<file path="src/hdl/chpp_pkg.sv">
// Shared types and constants for the colon-header packet parser.
package chpp_pkg;

    localparam int PAYLOAD_MAX_DEF = 1000;
    localparam int COUNT_WIDTH_DEF = 16;

    localparam int COUNT_OUT_W = 16;
    localparam int SIZE_W      = 10;
    localparam int QUEUE_DEPTH = 4;

    localparam logic [7:0] COLON_CHAR = 8'h3A;
    localparam logic [7:0] DIGIT_ZERO = 8'h30;
    localparam logic [7:0] DIGIT_NINE = 8'h39;

    localparam logic [1:0] KIND_NAME    = 2'd0;
    localparam logic [1:0] KIND_HEADER  = 2'd1;
    localparam logic [1:0] KIND_PAYLOAD = 2'd2;

    typedef struct packed {
        logic [7:0] byte_value;
        logic       message_start;
    } byte_item_t;

    typedef struct packed {
        logic [1:0]             result_kind;
        logic [7:0]             data_byte;
        logic [COUNT_OUT_W-1:0] total_fragments;
        logic [COUNT_OUT_W-1:0] fragment_number;
        logic [SIZE_W-1:0]      payload_size;
        logic                   size_clamped;
        logic                   last;
    } result_item_t;

    typedef struct packed {
        logic full;
        logic empty;
    } queue_status_t;

endpackage

</file>
<file path="src/hdl/colon_header_packet_parser.sv">
// Colon-header datagram parser top level: parser front, result queue, output stage.
//
// Input channel byte_*: one datagram byte per beat; message_start marks the first
// byte of a datagram and restarts the parse on that same byte. A datagram reads
// total:fragment:size:filename:payload. Numeric bytes produce no result; each
// filename byte, the header at the fourth colon, and exactly size payload bytes
// each produce one result beat on result_*. last marks the final payload byte or
// a header with zero size. Bytes after the payload are dropped.
// Throughput: one byte per cycle while byte_stall is low. A result is written into
// the queue at the edge that accepts its byte, then moves on into the output
// register once that register is free or its beat leaves.
// The parse state advances once per accepted byte through a decimal
// multiply-by-ten accumulate in the front end.
// Stall: when result_stall holds, the four-entry queue fills and byte_stall rises
// once it is full; bytes that produce no result also wait while it is full.
// Reset: all parse state clears to the start of a datagram and both channels
// go idle; no clearing pass is needed.
module colon_header_packet_parser #(
    parameter int PAYLOAD_MAX = chpp_pkg::PAYLOAD_MAX_DEF,
    parameter int COUNT_WIDTH = chpp_pkg::COUNT_WIDTH_DEF
) (
    input  logic                   clk,
    input  logic                   rst_n,
    input  logic                   byte_valid,
    output logic                   byte_stall,
    input  chpp_pkg::byte_item_t   byte_item,
    output logic                   result_valid,
    input  logic                   result_stall,
    output chpp_pkg::result_item_t result_item
);

    chpp_pkg::queue_status_t q_status;
    chpp_pkg::result_item_t  push_item;
    chpp_pkg::result_item_t  pop_item;
    logic                    push;
    logic                    pop;

    chpp_front #(
        .PAYLOAD_MAX (PAYLOAD_MAX),
        .COUNT_WIDTH (COUNT_WIDTH)
    ) u_front (
        .clk        (clk),
        .rst_n      (rst_n),
        .byte_valid (byte_valid),
        .byte_stall (byte_stall),
        .byte_item  (byte_item),
        .q_status   (q_status),
        .push       (push),
        .push_item  (push_item)
    );

    chpp_queue u_queue (
        .clk       (clk),
        .rst_n     (rst_n),
        .push      (push),
        .push_item (push_item),
        .pop       (pop),
        .pop_item  (pop_item),
        .status    (q_status)
    );

    chpp_back u_back (
        .clk          (clk),
        .rst_n        (rst_n),
        .q_status     (q_status),
        .pop_item     (pop_item),
        .pop          (pop),
        .result_valid (result_valid),
        .result_stall (result_stall),
        .result_item  (result_item)
    );

endmodule

</file>
<file path="src/hdl/chpp_front.sv">
// Front end: accepts datagram bytes, parses the header and classifies each beat.
module chpp_front #(
    parameter int PAYLOAD_MAX = chpp_pkg::PAYLOAD_MAX_DEF,
    parameter int COUNT_WIDTH = chpp_pkg::COUNT_WIDTH_DEF
) (
    input  logic                   clk,
    input  logic                   rst_n,
    input  logic                   byte_valid,
    output logic                   byte_stall,
    input  chpp_pkg::byte_item_t   byte_item,
    input  chpp_pkg::queue_status_t q_status,
    output logic                   push,
    output chpp_pkg::result_item_t push_item
);

    localparam int PW    = COUNT_WIDTH + 4;
    localparam int CMP_W = (COUNT_WIDTH > chpp_pkg::SIZE_W) ? COUNT_WIDTH : chpp_pkg::SIZE_W;
    localparam int OW    = chpp_pkg::COUNT_OUT_W;
    localparam int SW    = chpp_pkg::SIZE_W;

    typedef enum logic [5:0] {
        FLD_TOTAL = 6'b000001,
        FLD_FRAG  = 6'b000010,
        FLD_SIZE  = 6'b000100,
        FLD_NAME  = 6'b001000,
        FLD_DATA  = 6'b010000,
        FLD_DONE  = 6'b100000
    } field_t;

    field_t                 field_reg, field_next, field_cur;
    logic [COUNT_WIDTH-1:0] acc_reg, acc_next, acc_cur;
    logic                   ended_reg, ended_next, ended_cur;
    logic [OW-1:0]          total_reg, total_next, total_cur;
    logic [OW-1:0]          frag_reg, frag_next, frag_cur;
    logic [SW-1:0]          size_reg, size_next, size_cur;
    logic [SW-1:0]          remain_reg, remain_next, remain_cur;
    logic                   clamp_reg, clamp_next, clamp_cur;

    logic                   accept;
    logic                   start;
    logic                   is_colon;
    logic                   is_digit;
    logic [3:0]             digit;
    logic [PW-1:0]          product;
    logic [COUNT_WIDTH-1:0] acc_digit;
    logic                   size_over;
    logic [SW-1:0]          remain_dec;
    logic                   has_result;
    chpp_pkg::result_item_t res;

    assign byte_stall = q_status.full;
    assign accept     = byte_valid && !byte_stall;
    assign start      = byte_item.message_start;
    assign is_colon   = (byte_item.byte_value == chpp_pkg::COLON_CHAR);
    assign is_digit   = (byte_item.byte_value >= chpp_pkg::DIGIT_ZERO) &&
                        (byte_item.byte_value <= chpp_pkg::DIGIT_NINE);
    assign digit      = 4'(byte_item.byte_value - chpp_pkg::DIGIT_ZERO);

    // A start beat parses against the reset state
    assign field_cur  = start ? FLD_TOTAL : field_reg;
    assign acc_cur    = start ? '0 : acc_reg;
    assign ended_cur  = start ? 1'b0 : ended_reg;
    assign total_cur  = start ? '0 : total_reg;
    assign frag_cur   = start ? '0 : frag_reg;
    assign size_cur   = start ? '0 : size_reg;
    assign remain_cur = start ? '0 : remain_reg;
    assign clamp_cur  = start ? 1'b0 : clamp_reg;

    // acc * 10 + digit, saturating at the counter width
    assign product    = (PW'(acc_cur) << 3) + (PW'(acc_cur) << 1) + PW'(digit);
    assign acc_digit  = (|product[PW-1:COUNT_WIDTH]) ? '1 : product[COUNT_WIDTH-1:0];
    assign size_over  = CMP_W'(acc_cur) > CMP_W'(PAYLOAD_MAX);
    assign remain_dec = remain_cur - 1'b1;

    always_comb
    begin
        field_next  = field_cur;
        acc_next    = acc_cur;
        ended_next  = ended_cur;
        total_next  = total_cur;
        frag_next   = frag_cur;
        size_next   = size_cur;
        remain_next = remain_cur;
        clamp_next  = clamp_cur;
        has_result  = 1'b0;
        res.result_kind     = chpp_pkg::KIND_NAME;
        res.data_byte       = byte_item.byte_value;
        res.total_fragments = total_cur;
        res.fragment_number = frag_cur;
        res.payload_size    = size_cur;
        res.size_clamped    = clamp_cur;
        res.last            = 1'b0;
        case (field_cur)
            FLD_TOTAL, FLD_FRAG, FLD_SIZE:
            begin
                if (is_colon)
                begin
                    if (field_cur == FLD_TOTAL)
                    begin
                        total_next = OW'(acc_cur);
                        field_next = FLD_FRAG;
                    end
                    else if (field_cur == FLD_FRAG)
                    begin
                        frag_next  = OW'(acc_cur);
                        field_next = FLD_SIZE;
                    end
                    else
                    begin
                        clamp_next = size_over;
                        size_next  = size_over ? SW'(PAYLOAD_MAX) : SW'(acc_cur);
                        field_next = FLD_NAME;
                    end
                    acc_next   = '0;
                    ended_next = 1'b0;
                end
                else if (!ended_cur)
                begin
                    if (is_digit)
                    begin
                        acc_next = acc_digit;
                    end
                    else
                    begin
                        ended_next = 1'b1;
                    end
                end
            end
            FLD_NAME:
            begin
                has_result = 1'b1;
                if (is_colon)
                begin
                    res.result_kind = chpp_pkg::KIND_HEADER;
                    res.data_byte   = '0;
                    remain_next     = size_cur;
                    if (size_cur == '0)
                    begin
                        res.last   = 1'b1;
                        field_next = FLD_DONE;
                    end
                    else
                    begin
                        field_next = FLD_DATA;
                    end
                end
            end
            FLD_DATA:
            begin
                has_result      = 1'b1;
                res.result_kind = chpp_pkg::KIND_PAYLOAD;
                remain_next     = remain_dec;
                if (remain_dec == '0)
                begin
                    res.last   = 1'b1;
                    field_next = FLD_DONE;
                end
            end
            default:
            begin
                // drop bytes past the payload
                has_result = 1'b0;
            end
        endcase
    end

    assign push      = accept && has_result;
    assign push_item = res;

    always_ff @(posedge clk or negedge rst_n)
    begin
        if (!rst_n)
        begin
            field_reg  <= FLD_TOTAL;
            acc_reg    <= '0;
            ended_reg  <= 1'b0;
            total_reg  <= '0;
            frag_reg   <= '0;
            size_reg   <= '0;
            remain_reg <= '0;
            clamp_reg  <= 1'b0;
        end
        else if (accept)
        begin
            field_reg  <= field_next;
            acc_reg    <= acc_next;
            ended_reg  <= ended_next;
            total_reg  <= total_next;
            frag_reg   <= frag_next;
            size_reg   <= size_next;
            remain_reg <= remain_next;
            clamp_reg  <= clamp_next;
        end
    end

`ifndef SYNTHESIS
    a_field_onehot : assert property (@(posedge clk) disable iff (!rst_n)
        $onehot(field_reg))
        else $error("field state lost its one-hot code");
    a_data_remain : assert property (@(posedge clk) disable iff (!rst_n)
        (field_reg == FLD_DATA) |-> (remain_reg != '0))
        else $error("payload state with nothing left to pass");
    a_size_limit : assert property (@(posedge clk) disable iff (!rst_n)
        SW'(size_reg) <= SW'(PAYLOAD_MAX))
        else $error("parsed size above the payload limit");
`endif

endmodule

</file>
<file path="src/hdl/chpp_queue.sv">
// Short result queue between the parser front end and the output stage.
module chpp_queue (
    input  logic                    clk,
    input  logic                    rst_n,
    input  logic                    push,
    input  chpp_pkg::result_item_t  push_item,
    input  logic                    pop,
    output chpp_pkg::result_item_t  pop_item,
    output chpp_pkg::queue_status_t status
);

    localparam int DEPTH = chpp_pkg::QUEUE_DEPTH;
    localparam int AW    = $clog2(DEPTH);
    localparam int CW    = $clog2(DEPTH + 1);

    chpp_pkg::result_item_t mem [DEPTH];
    logic [AW-1:0] wr_ptr_reg, wr_ptr_next;
    logic [AW-1:0] rd_ptr_reg, rd_ptr_next;
    logic [CW-1:0] count_reg, count_next;

    assign status.full  = (count_reg == CW'(DEPTH));
    assign status.empty = (count_reg == '0);
    assign pop_item     = mem[rd_ptr_reg];

    assign wr_ptr_next = push ? ((wr_ptr_reg == AW'(DEPTH - 1)) ? '0 : wr_ptr_reg + 1'b1)
                              : wr_ptr_reg;
    assign rd_ptr_next = pop ? ((rd_ptr_reg == AW'(DEPTH - 1)) ? '0 : rd_ptr_reg + 1'b1)
                             : rd_ptr_reg;

    always_comb
    begin
        count_next = count_reg;
        if (push && !pop)
        begin
            count_next = count_reg + 1'b1;
        end
        else if (pop && !push)
        begin
            count_next = count_reg - 1'b1;
        end
    end

    always_ff @(posedge clk)
    begin
        if (push)
        begin
            mem[wr_ptr_reg] <= push_item;
        end
    end

    always_ff @(posedge clk or negedge rst_n)
    begin
        if (!rst_n)
        begin
            wr_ptr_reg <= '0;
            rd_ptr_reg <= '0;
            count_reg  <= '0;
        end
        else
        begin
            wr_ptr_reg <= wr_ptr_next;
            rd_ptr_reg <= rd_ptr_next;
            count_reg  <= count_next;
        end
    end

`ifndef SYNTHESIS
    a_no_overflow : assert property (@(posedge clk) disable iff (!rst_n)
        push |-> !status.full)
        else $error("push into a full queue");
    a_no_underflow : assert property (@(posedge clk) disable iff (!rst_n)
        pop |-> !status.empty)
        else $error("pop from an empty queue");
    a_count_up : assert property (@(posedge clk) disable iff (!rst_n)
        (push && !pop) |=> (count_reg == $past(count_reg) + 1'b1))
        else $error("queue count did not advance on push");
    a_count_bound : assert property (@(posedge clk) disable iff (!rst_n)
        count_reg <= CW'(DEPTH))
        else $error("queue count beyond depth");
`endif

endmodule

</file>
<file path="src/hdl/chpp_back.sv">
// Back end: drains the result queue into the registered output channel.
module chpp_back (
    input  logic                    clk,
    input  logic                    rst_n,
    input  chpp_pkg::queue_status_t q_status,
    input  chpp_pkg::result_item_t  pop_item,
    output logic                    pop,
    output logic                    result_valid,
    input  logic                    result_stall,
    output chpp_pkg::result_item_t  result_item
);

    logic                   valid_reg, valid_next;
    chpp_pkg::result_item_t item_reg;
    logic                   load;

    // Load when the output register is free or its beat leaves this cycle
    assign load       = !valid_reg || !result_stall;
    assign pop        = load && !q_status.empty;
    assign valid_next = load ? !q_status.empty : valid_reg;

    always_ff @(posedge clk or negedge rst_n)
    begin
        if (!rst_n)
        begin
            valid_reg <= 1'b0;
        end
        else
        begin
            valid_reg <= valid_next;
        end
    end

    always_ff @(posedge clk)
    begin
        if (pop)
        begin
            item_reg <= pop_item;
        end
    end

    assign result_valid = valid_reg;
    assign result_item  = item_reg;

`ifndef SYNTHESIS
    a_pop_loads : assert property (@(posedge clk) disable iff (!rst_n)
        pop |=> valid_reg)
        else $error("popped beat not presented");
    a_stall_holds : assert property (@(posedge clk) disable iff (!rst_n)
        (valid_reg && result_stall) |-> !pop)
        else $error("queue popped while output stalled");
    a_drain : assert property (@(posedge clk) disable iff (!rst_n)
        (!valid_reg && !q_status.empty) |-> pop)
        else $error("idle output with a waiting beat");
`endif

endmodule

</file>
<file path="config.mk">
export PLATFORM = sky130hd
export DESIGN_NAME = colon_header_packet_parser
export DESIGN_NICKNAME = d
export VERILOG_FILES = /design/src/hdl/chpp_pkg.sv /design/src/hdl/colon_header_packet_parser.sv /design/src/hdl/chpp_front.sv /design/src/hdl/chpp_queue.sv /design/src/hdl/chpp_back.sv
export SDC_FILE = /design/constraint.sdc
export NUM_CORES = 1
export LEC_CHECK = 0
export ABC_AREA = 1
export BUFFER_PORTS_ARGS = -buffer_cell sky130_fd_sc_hd__buf_2
export CELL_PAD_IN_SITES_DETAIL_PLACEMENT = 1
export CELL_PAD_IN_SITES_GLOBAL_PLACEMENT = 2
export CORE_MARGIN = 1.5
export CORE_UTILIZATION = 40
export DETAILED_ROUTE_END_ITERATION = 10
export PLACE_DENSITY = 0.86
export REMOVE_ABC_BUFFERS = 1
export SLEW_MARGIN = 5
export SYNTH_ARGS = -nofsm -noshare
export SYNTH_HDL_FRONTEND = slang
export SYNTH_SLANG_ARGS = --single-unit
</file>
<file path="constraint.sdc">
create_clock -name clk -period 6.5 [get_ports clk]
set_clock_uncertainty 0.2 [all_clocks]
set_input_delay 0.975 -clock clk [delete_from_list [all_inputs] [get_ports clk]]
set_output_delay 0.975 -clock clk [all_outputs]
set_load 0.03 [all_outputs]
</file>
* Word-level counts from Yosys, hierarchy flattened
Memory sizes are Yosys's and may differ from the RTL's. A register that Yosys moved wholly into a read port is not among the register bits.
Cells that the tools add are included.
W data, S select, Z words.
** Word-level totals
- Bits of input ports :: 13
- Bits in writable memories :: 216
- Flip-flop bits (word level) :: 84
- Word-level logic and storage cells :: 109
- Memories kept :: 1
** Memory list
- u_queue.mem :: depth 4, bits a word 54, read ports 1, clocked after Yosys merged registers in 1, wr ports 1, line chpp_queue.sv:16 : chpp_pkg::result_item_t mem [DEPTH];
** Cells by class
- Eq/ne operators :: 9
- Order comparisons :: 3
- $add $sub $neg :: 8
- Multiplexer cells :: 56
- Reduce and logical (&&, ||, !) cells :: 20
** Operators by type and width (number)
- $mux W16 :: 15
- $mux W10 :: 8
- $mux W6 :: 6
- $add A19 B17 Y20 :: 1
- $add A20 B4 Y20 :: 1
- $logic_not A10 Y1 :: 2
- $pmux W10 S2 :: 1
- $pmux W6 S3 :: 1
- $gt A16 B10 Y1 const B :: 1
- $mux W1 :: 16
- $sub A10 B1 Y10 const B :: 1
- $mux W9 :: 1
- $eq A8 B6 Y1 const B :: 1
- $ge A8 B6 Y1 const B :: 1
- $le A8 B6 Y1 const B :: 1
- $mux W8 :: 1
- $eq A6 B1 Y1 const B :: 1
- $eq A6 B2 Y1 const B :: 1
- $eq A6 B3 Y1 const B :: 1
- $eq A6 B4 Y1 const B :: 1
- $eq A6 B5 Y1 const B :: 1
- $logic_and A1 B1 Y1 :: 6
- $logic_not A1 Y1 :: 6
- $mux W3 :: 2
- other kinds (16) :: 19

* Depth between registers and ports, before layout
Gate-level depths: netlist (run 1).
- Depth in word-level cells :: 9
- Depth in mapped cells :: 24
- Gate-level depth less buffers :: 22

* Hierarchy
Synthesis (run 1) repeated with hierarchy kept, for this count alone.
** Second synthesis, totals
- Cell total of the unflattened synthesis :: 1781
- Area total of the unflattened synthesis :: 17493.0 µm²
** Modules (own cells, without submodules)
- chpp_queue :: times used 1, cells each 681, area an instance 9207.6 µm², seq. area each 6661.4 µm²
- chpp_front :: times used 1, cells each 1042, area an instance 6622.6 µm², seq. area each 1903.1 µm²
- chpp_back :: times used 1, cells each 58, area an instance 1662.8 µm², seq. area each 1646.6 µm²

* Least setup slack after synthesis (run 1)
No wires, ideal clock.
- Path type :: input port to flip-flop
- From :: in byte_item[0] (netlist name)
- To :: mem u_queue.mem[0][0] (netlist name), enable pin
- Setup slack :: 1.545 ns
- Data arrival time :: 4.289 ns
- Path buffers :: 0
- Stages on the path :: 9
- Library setup time :: 0.466 ns
- Cell sequence :: nor2_1 nand2_1 inv_1 nand4_1 nand2_1 inv_1 nor2_1 inv_1 nor2_1
** On the way
- Cells in the longest elaborated chain, start to end :: 7
** Ends and longest elaborated chain
- start, declared :: line colon_header_packet_parser.sv:26 : input chpp_pkg::byte_item_t byte_item,
- $mux W6 * :: line chpp_front.sv:60 : assign field_cur = start ? FLD_TOTAL : field_reg;
- $eq A6 B4 Y1 or $eq A6 B5 Y1 (tied branches) :: line chpp_front.sv:93 : case (field_cur)
- $reduce_or A2 Y1 (no line) *
- $mux W1 * :: line chpp_front.sv:93
- $logic_and A1 B1 Y1 * :: line chpp_front.sv:167 : assign push = accept && has_result;
- via push :: line colon_header_packet_parser.sv:35 : logic push;
- $mux W1 * :: line chpp_queue.sv:45 : if (push)
- $mux W1 (not written as such) * :: line chpp_queue.sv:47 : mem[wr_ptr_reg] <= push_item;
- end, declared :: line chpp_queue.sv:16
Mark *: on every way through the listed nets, which the timed path passes. The rest lies on a longest branch.

* Worst setup path after layout (run 1)
- From :: in byte_item[0] (netlist name)
- To :: reg u_front.acc_reg[12]
** On the way
- Cells in the longest elaborated chain, start to end :: 9
** Ends and longest elaborated chain
- $mux W16 :: line chpp_front.sv:61 : assign acc_cur = start ? '0 : acc_reg;
- $add A19 B17 Y20 :: line chpp_front.sv:70 : assign product = (PW'(acc_cur) << 3) + (PW'(acc_cur) << 1) + PW'(digit);
- $add A20 B4 Y20 :: line chpp_front.sv:70
- $reduce_or A4 Y1 :: line chpp_front.sv:71 : assign acc_digit = (|product[PW-1:COUNT_WIDTH]) ? '1 : product[COUNT_WIDTH-1:0];
- $mux W16 :: line chpp_front.sv:71
- $mux W16 :: line chpp_front.sv:119 : if (is_digit)
- $mux W16 :: line chpp_front.sv:117 : else if (!ended_cur)
- $mux W16 :: line chpp_front.sv:96 : if (is_colon)
- $mux W16 * :: line chpp_front.sv:93
- end signal, assigned :: line chpp_front.sv:186 : acc_reg <= acc_next;
- end, declared :: line chpp_front.sv:31 : logic [COUNT_WIDTH-1:0] acc_reg, acc_next, acc_cur;
Mark *: on every way between the ends. The rest lies on a longest branch, timed or not.
A chain may end at the register's enable or synchronous reset.

==> results of run 1 <==
==> stage by stage <==
| step | utilization, % | hold WS (ns) | worst slack, ns |
|---|---|---|---|
| 4_1_cts | 46.34 | 0.1636 | 1.632 |
| 2_1_floorplan | - | 0.2501 | -2.956 |
| 3_5_place_dp | 42.99 | 0.2808 | 1.103 |
| 6_report | 46.34 | 0.1588 | 1.605 |
| 3_3_place_gp | 42.99 | 0.2683 | 1.181 |
| 5_1_grt | 46.34 | 0.1655 | 1.208 |
==> placed cells by master, fill, tap and decap left out, drive strengths merged, types with 13 or more instances in the layout <==
cell type and instances:
a21oi 68, buf 87, clkbuf 58, dfrtp 83, edfxtp 270, ha 40, inv 183, nand2 258
nand3 62, nor2 246, o211ai 32, o21ai 174, o22ai 57, xor2 13
==> per-layer routing <==
metal,track usage (%),vias up
met4,4.901,0
met5,0,-
met1,30.18,6063
met2,36.40,223
li1,-,5657
met3,2.439,41
==> critical path, cell delays in order <==
cell and delay (ns):
sky130_fd_sc_hd__buf_2 0.46, sky130_fd_sc_hd__inv_2 0.45, sky130_fd_sc_hd__nand2_1 0.33, sky130_fd_sc_hd__inv_1 0.13, sky130_fd_sc_hd__ha_1 0.29, sky130_fd_sc_hd__ha_1 0.21
sky130_fd_sc_hd__inv_1 0.07, sky130_fd_sc_hd__fa_1 0.35, sky130_fd_sc_hd__inv_1 0.07, sky130_fd_sc_hd__nand2_1 0.06, sky130_fd_sc_hd__nand2_1 0.10, sky130_fd_sc_hd__nand3_1 0.08
sky130_fd_sc_hd__nand2_1 0.15, sky130_fd_sc_hd__nand2_1 0.09, sky130_fd_sc_hd__nand3_1 0.09, sky130_fd_sc_hd__nand2_1 0.07, sky130_fd_sc_hd__nor2_2 0.63, sky130_fd_sc_hd__nand3_1 0.17
sky130_fd_sc_hd__nand2_1 0.10, sky130_fd_sc_hd__nand2_1 0.05, sky130_fd_sc_hd__nand2_1 0.06, sky130_fd_sc_hd__a21oi_1 0.06
==> cells in the mapped netlist (all sizes together) (3+ instances only) <==
cell | instances | area share [%]
edfxtp | 270 | 50
nand2 | 258 | 6.0
nor2 | 246 | 5.8
inv | 181 | 4.2
o21ai | 174 | 5.3
dfrtp | 83 | 13
a21oi | 68 | 2.1
clkbuf | 62 | 1.4
nand3 | 62 | 1.9
o22ai | 57 | 2.2
ha | 40 | 3.1
o211ai | 32 | 1.5
buf | 17 | 0.64
xor2 | 13 | 0.70
nor3 | 11 | 0.37
nand4 | 7 | 0.27
a31oi | 6 | 0.27
o221ai | 5 | 0.27
a22oi | 4 | 0.24
nor4 | 4 | 0.15
a221oi | 3 | 0.16
==> power breakdown <==
group | internal (W) | switching [W] | total [W]
clock | 0.00137 | 0.000901 | 0.00227
combinational | 0.000724 | 0.00201 | 0.00273
sequential | 0.00287 | 0.000186 | 0.00306
total | 0.00496 | 0.00309 | 0.00806
==> kinds of logic after synthesis <==
family	count (synthesis)
AO/OA/AOI/OAI	356
XOR/XNOR	15
adder cells (fa/ha/maj)	42
buffers and inverters	261
flip-flops	354
multiplexers	1
AND/OR/NAND/NOR	593
==> path summary, 6_finish.rpt <==
check	to	slack [ns]	cells past startpoint
worst min register to register	u_front.remain_reg[0]$_DFFE_PN0P_	0.29	2
worst max register to register	u_queue.mem[2][42]$_DFFE_PP_	2.59	7
min in group clk	u_front.remain_reg[0]$_DFFE_PN0P_	0.29	2
max in group asynchronous	u_front.total_reg[10]$_DFFE_PN0P_	4.73	2
worst max-delay path	u_front.acc_reg[12]$_DFFE_PN0P_	1.60	22
worst min-delay path	u_queue.rd_ptr_reg[1]$_DFFE_PN0P_	0.16	1
==> cell type report <==
| cell class | count | area (um2) | area share (%) |
|---|---|---|---|
| repair buffers | 87 | 485.5 | 2.618 |
| clock buffers | 58 | 1201 | 6.479 |
| multi-input cells | 1007 | 5159 | 27.82 |
| flip-flops and latches | 354 | 10210 | 55.08 |
| inverters | 182 | 684.4 | 3.691 |
| clock inverters | 12 | 141.4 | 0.7626 |
| well taps | 525 | 656.9 | 3.543 |
==> results.json, run 1 <==
{
  "ys_ff_latch": 354,
  "critical_path.max_fanout": 32,
  "grt_antenna_before_repair": 0,
  "synth_compound_gate_area_share_pct": 12.37,
  "highest_signal_layer": "met4",
  "area.growth.synth_to_final_pct": 13.38,
  "routed_wire_length_per_instance_um": 20.10,
  "synth_simple_gate_area_share_pct": 14.75,
  "cts_max_path_buffers": 3,
  "final_design_area_no_fill_mm2": 0.01854,
  "critical_path_arrival_ns": 5.10,
  "vias_per_cell": 5.386,
  "post-place-cells": 2155,
  "critical_path_required_ns": 6.71,
  "avgSynthCellArea_um2": 10.08,
  "finalNetCount": 1725,
  "die-width_um": 205.2,
  "synth_enable_flop_cells": 270,
  "drtAntennaViolNets": 0,
  "number_of_buffers_added_on_ports": 68,
  "placeableCoreArea_mm2": 0.04001,
  "first_pass_grt_wire_length_um": 70630,
  "largest_reg_flops": 216,
  "setup_tns_ns": 0,
  "design.die.area_mm2": 0.04210,
  "global_route.overflow_total": 0,
  "power_leakage_nw": 7.524,
  "reg2reg_from": "u_queue.count_reg[0]$_DFFE_PN0P_",
  "place_area_mm2": 0.01720,
  "drtIter0Drc": 775,
  "io-pin-count": 69,
  "cts_max_level": 2,
  "clkLatencyLatePin_ns": 0.54,
  "layout.filler_cells": 4445,
  "synth_xor_xnor_area_share_pct": 0.8034,
  "route.layer.met1.wl_um": 20650,
  "post_synth_inst_count": 1622,
  "maximum_number_of_pins_on_one_net_before_global_route_repair": 111,
  "post-route-period-util_pct": 75.31,
  "maxCapViolations": 0,
  "yosys_warnings": 0,
  "tritoncts": "built",
  "drt_drc_violations_left": 0,
  "post_cts_buffers": 0,
  "vdd_ir_drop_max_uv": 174.8,
  "maxSlewViolCount": 0,
  "clkSlewWorstSetupHoldPaths_ns": 0.06,
  "number_of_global_route_vias_before_repair": 12450,
  "place_hpwl_um": 28370,
  "gpl.final_weighted_congestion": 0.8118,
  "worst_hold_class": "in2async",
  "synthMuxAreaShare_pct": 0.06887,
  "numCtsBuffers": 38,
  "floorplan.initialDensity_pct": 40.87,
  "cts_hold_buf": 0,
  "non_filler_instance_count_after_layout": 2225,
  "wl_met2_um": 21890,
  "fmaxAchievable_ghz": 0.2043,
  "powerDensity_mw_per_mm2": 434.6,
  "final_hold_viol_count": 0,
  "result_of_the_run": "complete, no violations",
  "final-setup-viol-count": 0,
  "timing.critical_path.to_type": "register",
  "largest_register": "u_queue.mem",
  "num_antenna_cells": 0,
  "synth-adder-area-share_pct": 3.306,
  "critical_path_start_end_classification": "in2reg",
  "worst_setup_path_startpoint": "byte_item[0]",
  "clock_sink_count": 354,
  "combinational_family_with_the_most_area_after_synthesis": "simple AND/OR/NAND/NOR gates",
  "final_layout_size_suffix_gt1_share_pct": 10.94,
  "wl_met3_um": 1597,
  "slew_headroom_pct": 29.07,
  "category_of_the_worst_setup_path_launch_point": "primary input",
  "vertical_die_dimension_um": 205.2,
  "post_cts.resized_instances": 0,
  "vias": 11980,
  "number_of_iterations_in_the_first_detailed_routing_pass": 4,
  "track_usage_pct": 21.66,
  "async_reset_ff_share_pct": 23.73,
  "synth_seq_area_share_pct": 62.45,
  "cts-root-buf": "sky130_fd_sc_hd__clkbuf_16",
  "fin_crit_ns": 4.895,
  "finalPower_w": 0.008057,
  "route.final.wire_length_um": 44730,
  "ys_dominant_reg_cell": "sky130_fd_sc_hd__edfxtp_1",
  "syn_area_mm2": 0.01635,
  "std_cell_rows": 73,
  "tightestPinTransition_ns": 1.064,
  "synth.lib_cells_used.distinct": 51,
  "rsz0062_at_grt": "no"
}
No activity file was read; power rests on OpenSTA's default activity.
==> inputs of run 2 (changes only) <==
--- a/config.mk
+++ b/config.mk
@@ -5,14 +5,14 @@
 export SDC_FILE = /design/constraint.sdc
 export NUM_CORES = 1
 export LEC_CHECK = 0
-export ABC_AREA = 1
+export ABC_AREA = 0
 export BUFFER_PORTS_ARGS = -buffer_cell sky130_fd_sc_hd__buf_2
 export CELL_PAD_IN_SITES_DETAIL_PLACEMENT = 1
 export CELL_PAD_IN_SITES_GLOBAL_PLACEMENT = 2
 export CORE_MARGIN = 1.5
 export CORE_UTILIZATION = 40
 export DETAILED_ROUTE_END_ITERATION = 10
-export PLACE_DENSITY = 0.86
+export PLACE_DENSITY = 0.79
 export REMOVE_ABC_BUFFERS = 1
 export SLEW_MARGIN = 5
 export SYNTH_ARGS = -nofsm -noshare
==> constraint.sdc (replaced) <==
create_clock -name clk -period 4.89 [get_ports clk]
set_clock_uncertainty 0.2 [all_clocks]
set_input_delay 0.7335 -clock clk [delete_from_list [all_inputs] [get_ports clk]]
set_output_delay 0.7335 -clock clk [all_outputs]
set_load 0.03 [all_outputs]
==> run 2 against run 1 <==
  * Critical path depth fell by 9
  * Clock power rose by 22%
  * Design area fell by 4.6%
  * Synthesized cell count fell by 35%
  * Synthesized area fell by 5.6%
  * Wire length fell by 16%
  * Global-route usage fell by 2.0 points
  * First-iteration DRC count fell by 21%
  * Utilization rose by 0.38 points
  * Non-clock buffer count rose by 8
  * Cell count fell by 25%
==> results.json, run 2 <==
{
  "clkSlewWorstSetupHoldPaths_ns": 0.06,
  "setup_tns_ns": 0,
  "result_of_the_run": "complete, no violations",
  "design.die.area_mm2": 0.03977,
  "async_reset_ff_share_pct": 23.73,
  "fmaxAchievable_ghz": 0.2353,
  "worst_path_cell_chain": "nor2b_1, xor2_1, ha_1, inv_1, fa_1, nand2b_1, a21oi_1, o21ai_0, a21oi_1, mux2_2, nor4_4, buf_4, a32oi_1",
  "cts_max_path_buffers": 3,
  "combinationalPowerShare_pct": 17.8,
  "timing.critical_path.to_type": "register",
  "fin_crit_ns": 4.250,
  "critical_path.max_fanout": 16,
  "floorplan.initialDensity_pct": 40.78,
  "final_design_area_no_fill_mm2": 0.01768,
  "power_leakage_nw": 6.147,
  "grt_antenna_before_repair": 0,
  "placeableCoreArea_mm2": 0.03784,
  "worst_path_largest_cell_delay_ns": 0.46,
  "post-place-cells": 1598,
  "yosys_warnings": 0,
  "vdd_ir_drop_max_uv": 225.3,
  "number_of_iterations_in_the_first_detailed_routing_pass": 5,
  "vertical_die_dimension_um": 199.4,
  "area.growth.synth_to_final_pct": 14.58,
  "critical_path_required_ns": 5.06,
  "vias_per_cell": 5.556,
  "slew_headroom_pct": 35.07,
  "final_layout_size_suffix_gt1_share_pct": 19.69,
  "drt_drc_violations_left": 0,
  "avgSynthCellArea_um2": 14.70,
  "largest_reg_flops": 216,
  "category_of_the_worst_setup_path_launch_point": "register",
  "synth_most_common_cell": "sky130_fd_sc_hd__edfxtp_1",
  "first_pass_grt_wire_length_um": 59000,
  "final_hold_viol_count": 0,
  "place_area_mm2": 0.01649,
  "ys_dominant_reg_cell": "sky130_fd_sc_hd__edfxtp_1",
  "post_cts_buffers": 0,
  "number_of_buffers_added_on_ports": 68,
  "global_route.overflow_total": 0,
  "synth_enable_flop_cells": 270,
  "post_synth_inst_count": 1050,
  "final-setup-viol-count": 0,
  "critical_path_arrival_ns": 4.42,
  "internal_power_w": 0.005627,
  "tritoncts": "built",
  "tightestPinTransition_ns": 0.9740,
  "most-common-layout-cells": "270 x sky130_fd_sc_hd__edfxtp_1, 81 x sky130_fd_sc_hd__dfrtp_1, 68 x sky130_fd_sc_hd__nor2b_1",
  "die-width_um": 199.4,
  "cts_hold_buf": 0,
  "synthDominantAreaCellType": "sky130_fd_sc_hd__edfxtp_1",
  "synth_area_leaders": "sky130_fd_sc_hd__edfxtp_1 53%, sky130_fd_sc_hd__dfrtp_1 13%, sky130_fd_sc_hd__mux4_2 7.9%",
  "maxSlewViolCount": 0,
  "place_ws_ns": 0.2912,
  "syn_area_mm2": 0.01543,
  "largest_register": "u_queue.mem",
  "reg2reg_depth": 13,
  "maxCapViolations": 0,
  "crit_path_top_delay_cell": "sky130_fd_sc_hd__dfrtp_1",
  "routed_wire_length_per_instance_um": 22.52,
  "switching_share_pct": 29.33,
  "part_of_the_total_power_dissipated_in_sequential_elements_pct": 47.4,
  "drtIter0Drc": 609,
  "std_cell_rows": 71,
  "clock_sink_count": 354,
  "route.final.wire_length_um": 37490,
  "cts-root-buf": "sky130_fd_sc_hd__clkbuf_16",
  "number_of_global_route_vias_before_repair": 9726,
  "critical_path_start_end_classification": "reg2reg",
  "post-route-worst-setup-slack_ns": 0.6399,
  "ys_ff_latch": 354,
  "switchingPower_w": 0.002335,
  "power.share.clock_pct": 34.8,
  "synth_seq_area_share_pct": 66.17,
  "vias": 9251,
  "post_synth_most_frequent_cells": "270 x sky130_fd_sc_hd__edfxtp_1, 83 x sky130_fd_sc_hd__dfrtp_1, 68 x sky130_fd_sc_hd__nor2b_1",
  "maximum_number_of_pins_on_one_net_before_global_route_repair": 61,
  "track_usage_pct": 19.70,
  "non_filler_instance_count_after_layout": 1665,
  "timing.critical_path.mode_cell": "sky130_fd_sc_hd__a21oi_1",
  "synth_largest_type_area_fraction_pct": 52.54,
  "io-pin-count": 69,
  "cts_max_level": 2,
  "post-route-period-util_pct": 86.91,
  "gpl.final_weighted_congestion": 0.8056,
  "place_hpwl_um": 25160,
  "synth.lib_cells_used.distinct": 67,
  "finalNetCount": 1182,
  "worst_hold_class": "in2async",
  "clkLatencyLatePin_ns": 0.54,
  "numCtsBuffers": 38,
  "post_cts.resized_instances": 0,
  "drtAntennaViolNets": 0,
  "layout_commonest_cell": "sky130_fd_sc_hd__edfxtp_1",
  "rsz0062_at_grt": "no",
  "powerDensity_mw_per_mm2": 450.3
}
-- run 2: cell count changes after synthesis, moves of 15 or more --
| cell | delta |
|---|---|
| sky130_fd_sc_hd__o22ai_1 | -55 |
| sky130_fd_sc_hd__a21oi_1 | -16 |
| sky130_fd_sc_hd__a22o_1 | +21 |
| sky130_fd_sc_hd__o211ai_1 | -31 |
| sky130_fd_sc_hd__nor2_1 | -196 |
| sky130_fd_sc_hd__and2_1 | +15 |
| sky130_fd_sc_hd__nand2_1 | -188 |
| sky130_fd_sc_hd__clkbuf_1 | -17 |
| sky130_fd_sc_hd__mux4_2 | +54 |
| sky130_fd_sc_hd__nor2b_1 | +68 |
| sky130_fd_sc_hd__a22oi_1 | +29 |
| sky130_fd_sc_hd__nand3_1 | -55 |
| sky130_fd_sc_hd__inv_1 | -156 |
| sky130_fd_sc_hd__o21ai_0 | -107 |
-- run 2: logic make-up after synthesis --
logic type | after synthesis | synth area share, %
flops | 354 | 66.17
simple gates | 269 | 9.372
compound gates | 233 | 9.867
buf+inv | 78 | 1.986
mux | 60 | 8.310
fa+ha+maj | 42 | 3.503
xor+xnor | 14 | 0.7946
-- run 2: per-stage QoR --
stage | hold slack [ns] | util [%] | total power, W
after floorplan | 0.2379 | - | 0.004757
after global placement | 0.2559 | 43.57 | 0.005246
after detailed placement | 0.2772 | 43.57 | 0.005282
after CTS | 0.1110 | 46.72 | 0.008053
after global routing | 0.1277 | 46.72 | 0.008283
final | 0.07202 | 46.72 | 0.007962
-- run 2: per-layer routing --
layer | part of all wire [%] | vias to the layer above | global-route usage, %
li1 | - | 4212 | -
met1 | 46 | 4794 | 28.06
met2 | 48 | 192 | 31.67
met3 | 4.3 | 53 | 2.633
met4 | 2.2 | 0 | 5.792
met5 | 0 | - | 0
-- run 2: area by class of cell --
class                           instances  area [um2]
Fill cell                            3755       20160
Sequential cell                       354       10220
Multi-Input combinational cell        618        4922
Clock buffer                           51        1041
Tap cell                              511       639.4
Timing Repair Buffer                   95       635.6
Clock inverter                         15       150.1
Inverter                               20       75.07
Antenna cell                            1       2.502
-- run 2: power by group through the flow --
stage | clock [W] | combinational, W | sequential (W)
after floorplan | 0 | 0.000672 | 0.00408
after global placement | 0 | 0.00141 | 0.00383
after detailed placement | 0 | 0.00144 | 0.00384
after CTS | 0.00283 | 0.00144 | 0.00378
after global routing | 0.00292 | 0.00153 | 0.00383
final | 0.00277 | 0.00142 | 0.00377
-- run 2: final timing paths --
| check | slack [ns] | end | from |
|---|---|---|---|
| setup / recovery | 0.64 | u_front.acc_reg[11]$_DFFE_PN0P_ | u_front.acc_reg[0]$_DFFE_PN0P_ |
| hold / removal | 0.07 | u_back.result_valid$_DFFE_PN0N_ | rst_n |
| setup reg to reg | 0.64 | u_front.acc_reg[11]$_DFFE_PN0P_ | u_front.acc_reg[0]$_DFFE_PN0P_ |
| hold reg to reg | 0.29 | u_front.size_reg[3]$_DFFE_PN0P_ | u_front.size_reg[3]$_DFFE_PN0P_ |
| max in group asynchronous | 3.53 | u_front.frag_reg[11]$_DFFE_PN0P_ | rst_n |
| min in group clk | 0.23 | u_queue.mem[0][51]$_DFFE_PP_ | byte_item[8] |
-- run 2: critical path: cells and delay by family (launching register included) --
kind,cells,cell delay (ns)
adders and majority gates,2,0.77
AOI/OAI and AO/OA,4,0.85
muxes,1,0.38
buffers and inverters,2,0.36
DFF,1,0.46
and+or+nand+nor,3,0.91
xor gates and xnor gates,1,0.14
==> inputs of run 3 (changes only) <==
--- a/config.mk
+++ b/config.mk
@@ -9,8 +9,9 @@
 export BUFFER_PORTS_ARGS = -buffer_cell sky130_fd_sc_hd__buf_2
 export CELL_PAD_IN_SITES_DETAIL_PLACEMENT = 1
 export CELL_PAD_IN_SITES_GLOBAL_PLACEMENT = 2
-export CORE_MARGIN = 1.5
+export CORE_MARGIN = 8
 export CORE_UTILIZATION = 40
+export CTS_BUF_LIST = sky130_fd_sc_hd__clkbuf_8 sky130_fd_sc_hd__clkbuf_16
 export DETAILED_ROUTE_END_ITERATION = 10
 export PLACE_DENSITY = 0.79
 export REMOVE_ABC_BUFFERS = 1
==> run 3 against run 2 <==
  * The flow now finishes with violations (negative hold slack)
  * Sequential share of layout area shrank 0.93 points
  * Design area grew 1.6%
  * Die area grew 13%
  * Highest routed layer unchanged
  * Clock power grew 11%
==> results.json, run 3 (synthesized netlist as in run 2, its figures left out) <==
{
  "result_of_the_run": "finished with violations",
  "violations": "negative hold slack",
  "io-pin-count": 69,
  "crit-reg2reg-capture": "u_front.acc_reg[11]$_DFFE_PN0P_",
  "finalNetCount": 1196,
  "worst_setup_path_startpoint": "byte_item[0]",
  "setup.reg_to_reg.worst_slack_ns": 1.00,
  "grt_antenna_before_repair": 0,
  "cts_hold_buf": 0,
  "placeableCoreArea_mm2": 0.03838,
  "place_hpwl_um": 25040,
  "crit_family": "compound AO/OA/AOI/OAI gates",
  "design.die.area_mm2": 0.04512,
  "route.final.wire_length_um": 37660,
  "global_route.overflow_total": 0,
  "clkLatencyLatePin_ns": 0.53,
  "critical_path_arrival_ns": 4.17,
  "number_of_buffers_added_on_ports": 68,
  "cts_max_level": 2,
  "fmaxAchievable_ghz": 0.2500,
  "drtAntennaViolNets": 0,
  "worstPathBufferInverterCount": 3,
  "setup_tns_ns": 0,
  "largest_reg_flops": 216,
  "track_usage_pct": 16.97,
  "reg2reg_depth": 13,
  "met1_usage_pct": 22.25,
  "slew_headroom_pct": 31.41,
  "number_of_iterations_in_the_first_detailed_routing_pass": 4,
  "category_of_the_worst_setup_path_launch_point": "primary input",
  "rsz0062_at_grt": "no",
  "worst_path_largest_cell_delay_ns": 0.45,
  "cts-root-buf": "sky130_fd_sc_hd__clkbuf_16",
  "vias": 9214,
  "critical_path_depth": 13,
  "power_leakage_nw": 6.330,
  "maxCapViolations": 0,
  "critical_path.max_fanout": 22,
  "grt-busiest-layer": "met2",
  "critical_path_start_end_classification": "in2reg",
  "grt_use_met2_pct": 29.25,
  "post-route-period-util_pct": 81.81,
  "cts_max_path_buffers": 3,
  "worst_hold_class": "in2async",
  "timing.critical_path.mode_cell": "sky130_fd_sc_hd__buf_4",
  "clkSlewWorstSetupHoldPaths_ns": 0.06,
  "reg2reg_from": "u_front.acc_reg[1]$_DFFE_PN0P_",
  "floorplan.initialDensity_pct": 40.21,
  "maximum_number_of_pins_on_one_net_before_global_route_repair": 56,
  "number_of_global_route_vias_before_repair": 10090,
  "critical_path_required_ns": 5.06,
  "drt_drc_violations_left": 0,
  "post_cts_buffers": 0,
  "vias_per_cell": 5.455,
  "final_layout_size_suffix_gt1_share_pct": 21.18,
  "gr-usage-met3_pct": 2.388,
  "powerDensity_mw_per_mm2": 461.0,
  "final_hold_viol_count": 3,
  "final-setup-viol-count": 0,
  "area.growth.synth_to_final_pct": 16.44,
  "num_antenna_cells": 0,
  "tightestPinTransition_ns": 1.029,
  "clock_sink_count": 354,
  "final.hold.worst_slack_ns": -0.01004,
  "tritoncts": "built",
  "worst_path_cell_chain": "buf_4, buf_4, nor2b_1, ha_1, ha_1, nand2_1, a211oi_1, o21ai_0, a21oi_1, mux2_2, nor4_4, buf_4, a32oi_1",
  "fin_crit_ns": 4.000,
  "die-width_um": 212.4,
  "post_cts.resized_instances": 0,
  "final_util_pct": 46.82,
  "numCtsBuffers": 38,
  "cp-endpoint": "u_front.acc_reg[11]$_DFFE_PN0P_",
  "gpl.final_weighted_congestion": 0.7999,
  "drtIter0Drc": 617,
  "largest_register": "u_queue.mem",
  "first_pass_grt_wire_length_um": 59930,
  "maxSlewViolCount": 0,
  "crit_path_top_delay_cell": "sky130_fd_sc_hd__ha_1",
  "vertical_die_dimension_um": 212.4,
  "timing.critical_path.to_type": "register",
  "most-common-layout-cells": "270 x sky130_fd_sc_hd__edfxtp_1, 81 x sky130_fd_sc_hd__dfrtp_1, 68 x sky130_fd_sc_hd__nor2b_1",
  "vdd_ir_drop_max_uv": 195.6,
  "routed_wire_length_per_instance_um": 22.30,
  "layout_commonest_cell": "sky130_fd_sc_hd__edfxtp_1",
  "std_cell_rows": 72
}
run 3: worst min-delay path by stage:
stage                                   from                              end  slack, ns  cells after the start
2_1_floorplan                          rst_n  u_back.result_valid$_DFFE_PN0N_       0.24                      0
3_5_place_dp   u_front.clamp_reg$_DFFE_PN0P_    u_front.clamp_reg$_DFFE_PN0P_       0.28                      2
4_1_cts                                rst_n  u_back.result_valid$_DFFE_PN0N_     0.0005                      1
5_1_grt                                rst_n  u_back.result_valid$_DFFE_PN0N_       0.03                      1
3_3_place_gp   u_front.clamp_reg$_DFFE_PN0P_    u_front.clamp_reg$_DFFE_PN0P_       0.25                      2
6_report                               rst_n  u_back.result_valid$_DFFE_PN0N_      -0.01                      1
run 3: layout make-up:
cell class | instances | area (um2)
timing repair buffer | 109 | 740.7
tap | 518 | 648.1
multi-input combinational | 618 | 4930
inverter | 20 | 75.07
sequential | 354 | 10220
clock buffer | 42 | 1006
clock inverter | 28 | 354.1
fill | 3808 | 20410
run 3: worst register-to-register path, delay by kind of cell (launching register included):
kind	cells	cell delay [ns]
fa+ha+maj	3	0.74
compound gates	4	0.83
simple gates	3	0.82
buf+inv	2	0.34
flops	1	0.42
mux	1	0.38
run 3: metrics by stage:
step | worst slack, ns | instances | instance area (um2) | total power (W)
3_5_place_dp | 0.3948 | 1619 | 16610 | 0.005300
3_3_place_gp | 0.4238 | 1619 | 16610 | 0.005260
4_1_cts | 0.9454 | 1689 | 17970 | 0.008397
2_1_floorplan | 0.8081 | 992 | 15200 | 0.004757
6_report | 0.8895 | 1689 | 17970 | 0.008285
5_1_grt | 0.6324 | 1689 | 17970 | 0.008613
run 3: layer usage:
| layer | up-vias | share of wire [%] |
|---|---|---|
| li1 | 4242 | - |
| met4 | 0 | 2.0 |
| met3 | 45 | 3.6 |
| met1 | 4774 | 45 |
| met2 | 153 | 50 |
| met5 | - | 0 |
run 3: power by group:
part / total (W) / internal [W] / switching, W
Clock: 0.00308 / 0.00191 / 0.00117
Combinational: 0.00148 / 0.000533 / 0.000943
Sequential: 0.00372 / 0.00349 / 0.000236
Total: 0.00828 / 0.00593 / 0.00235
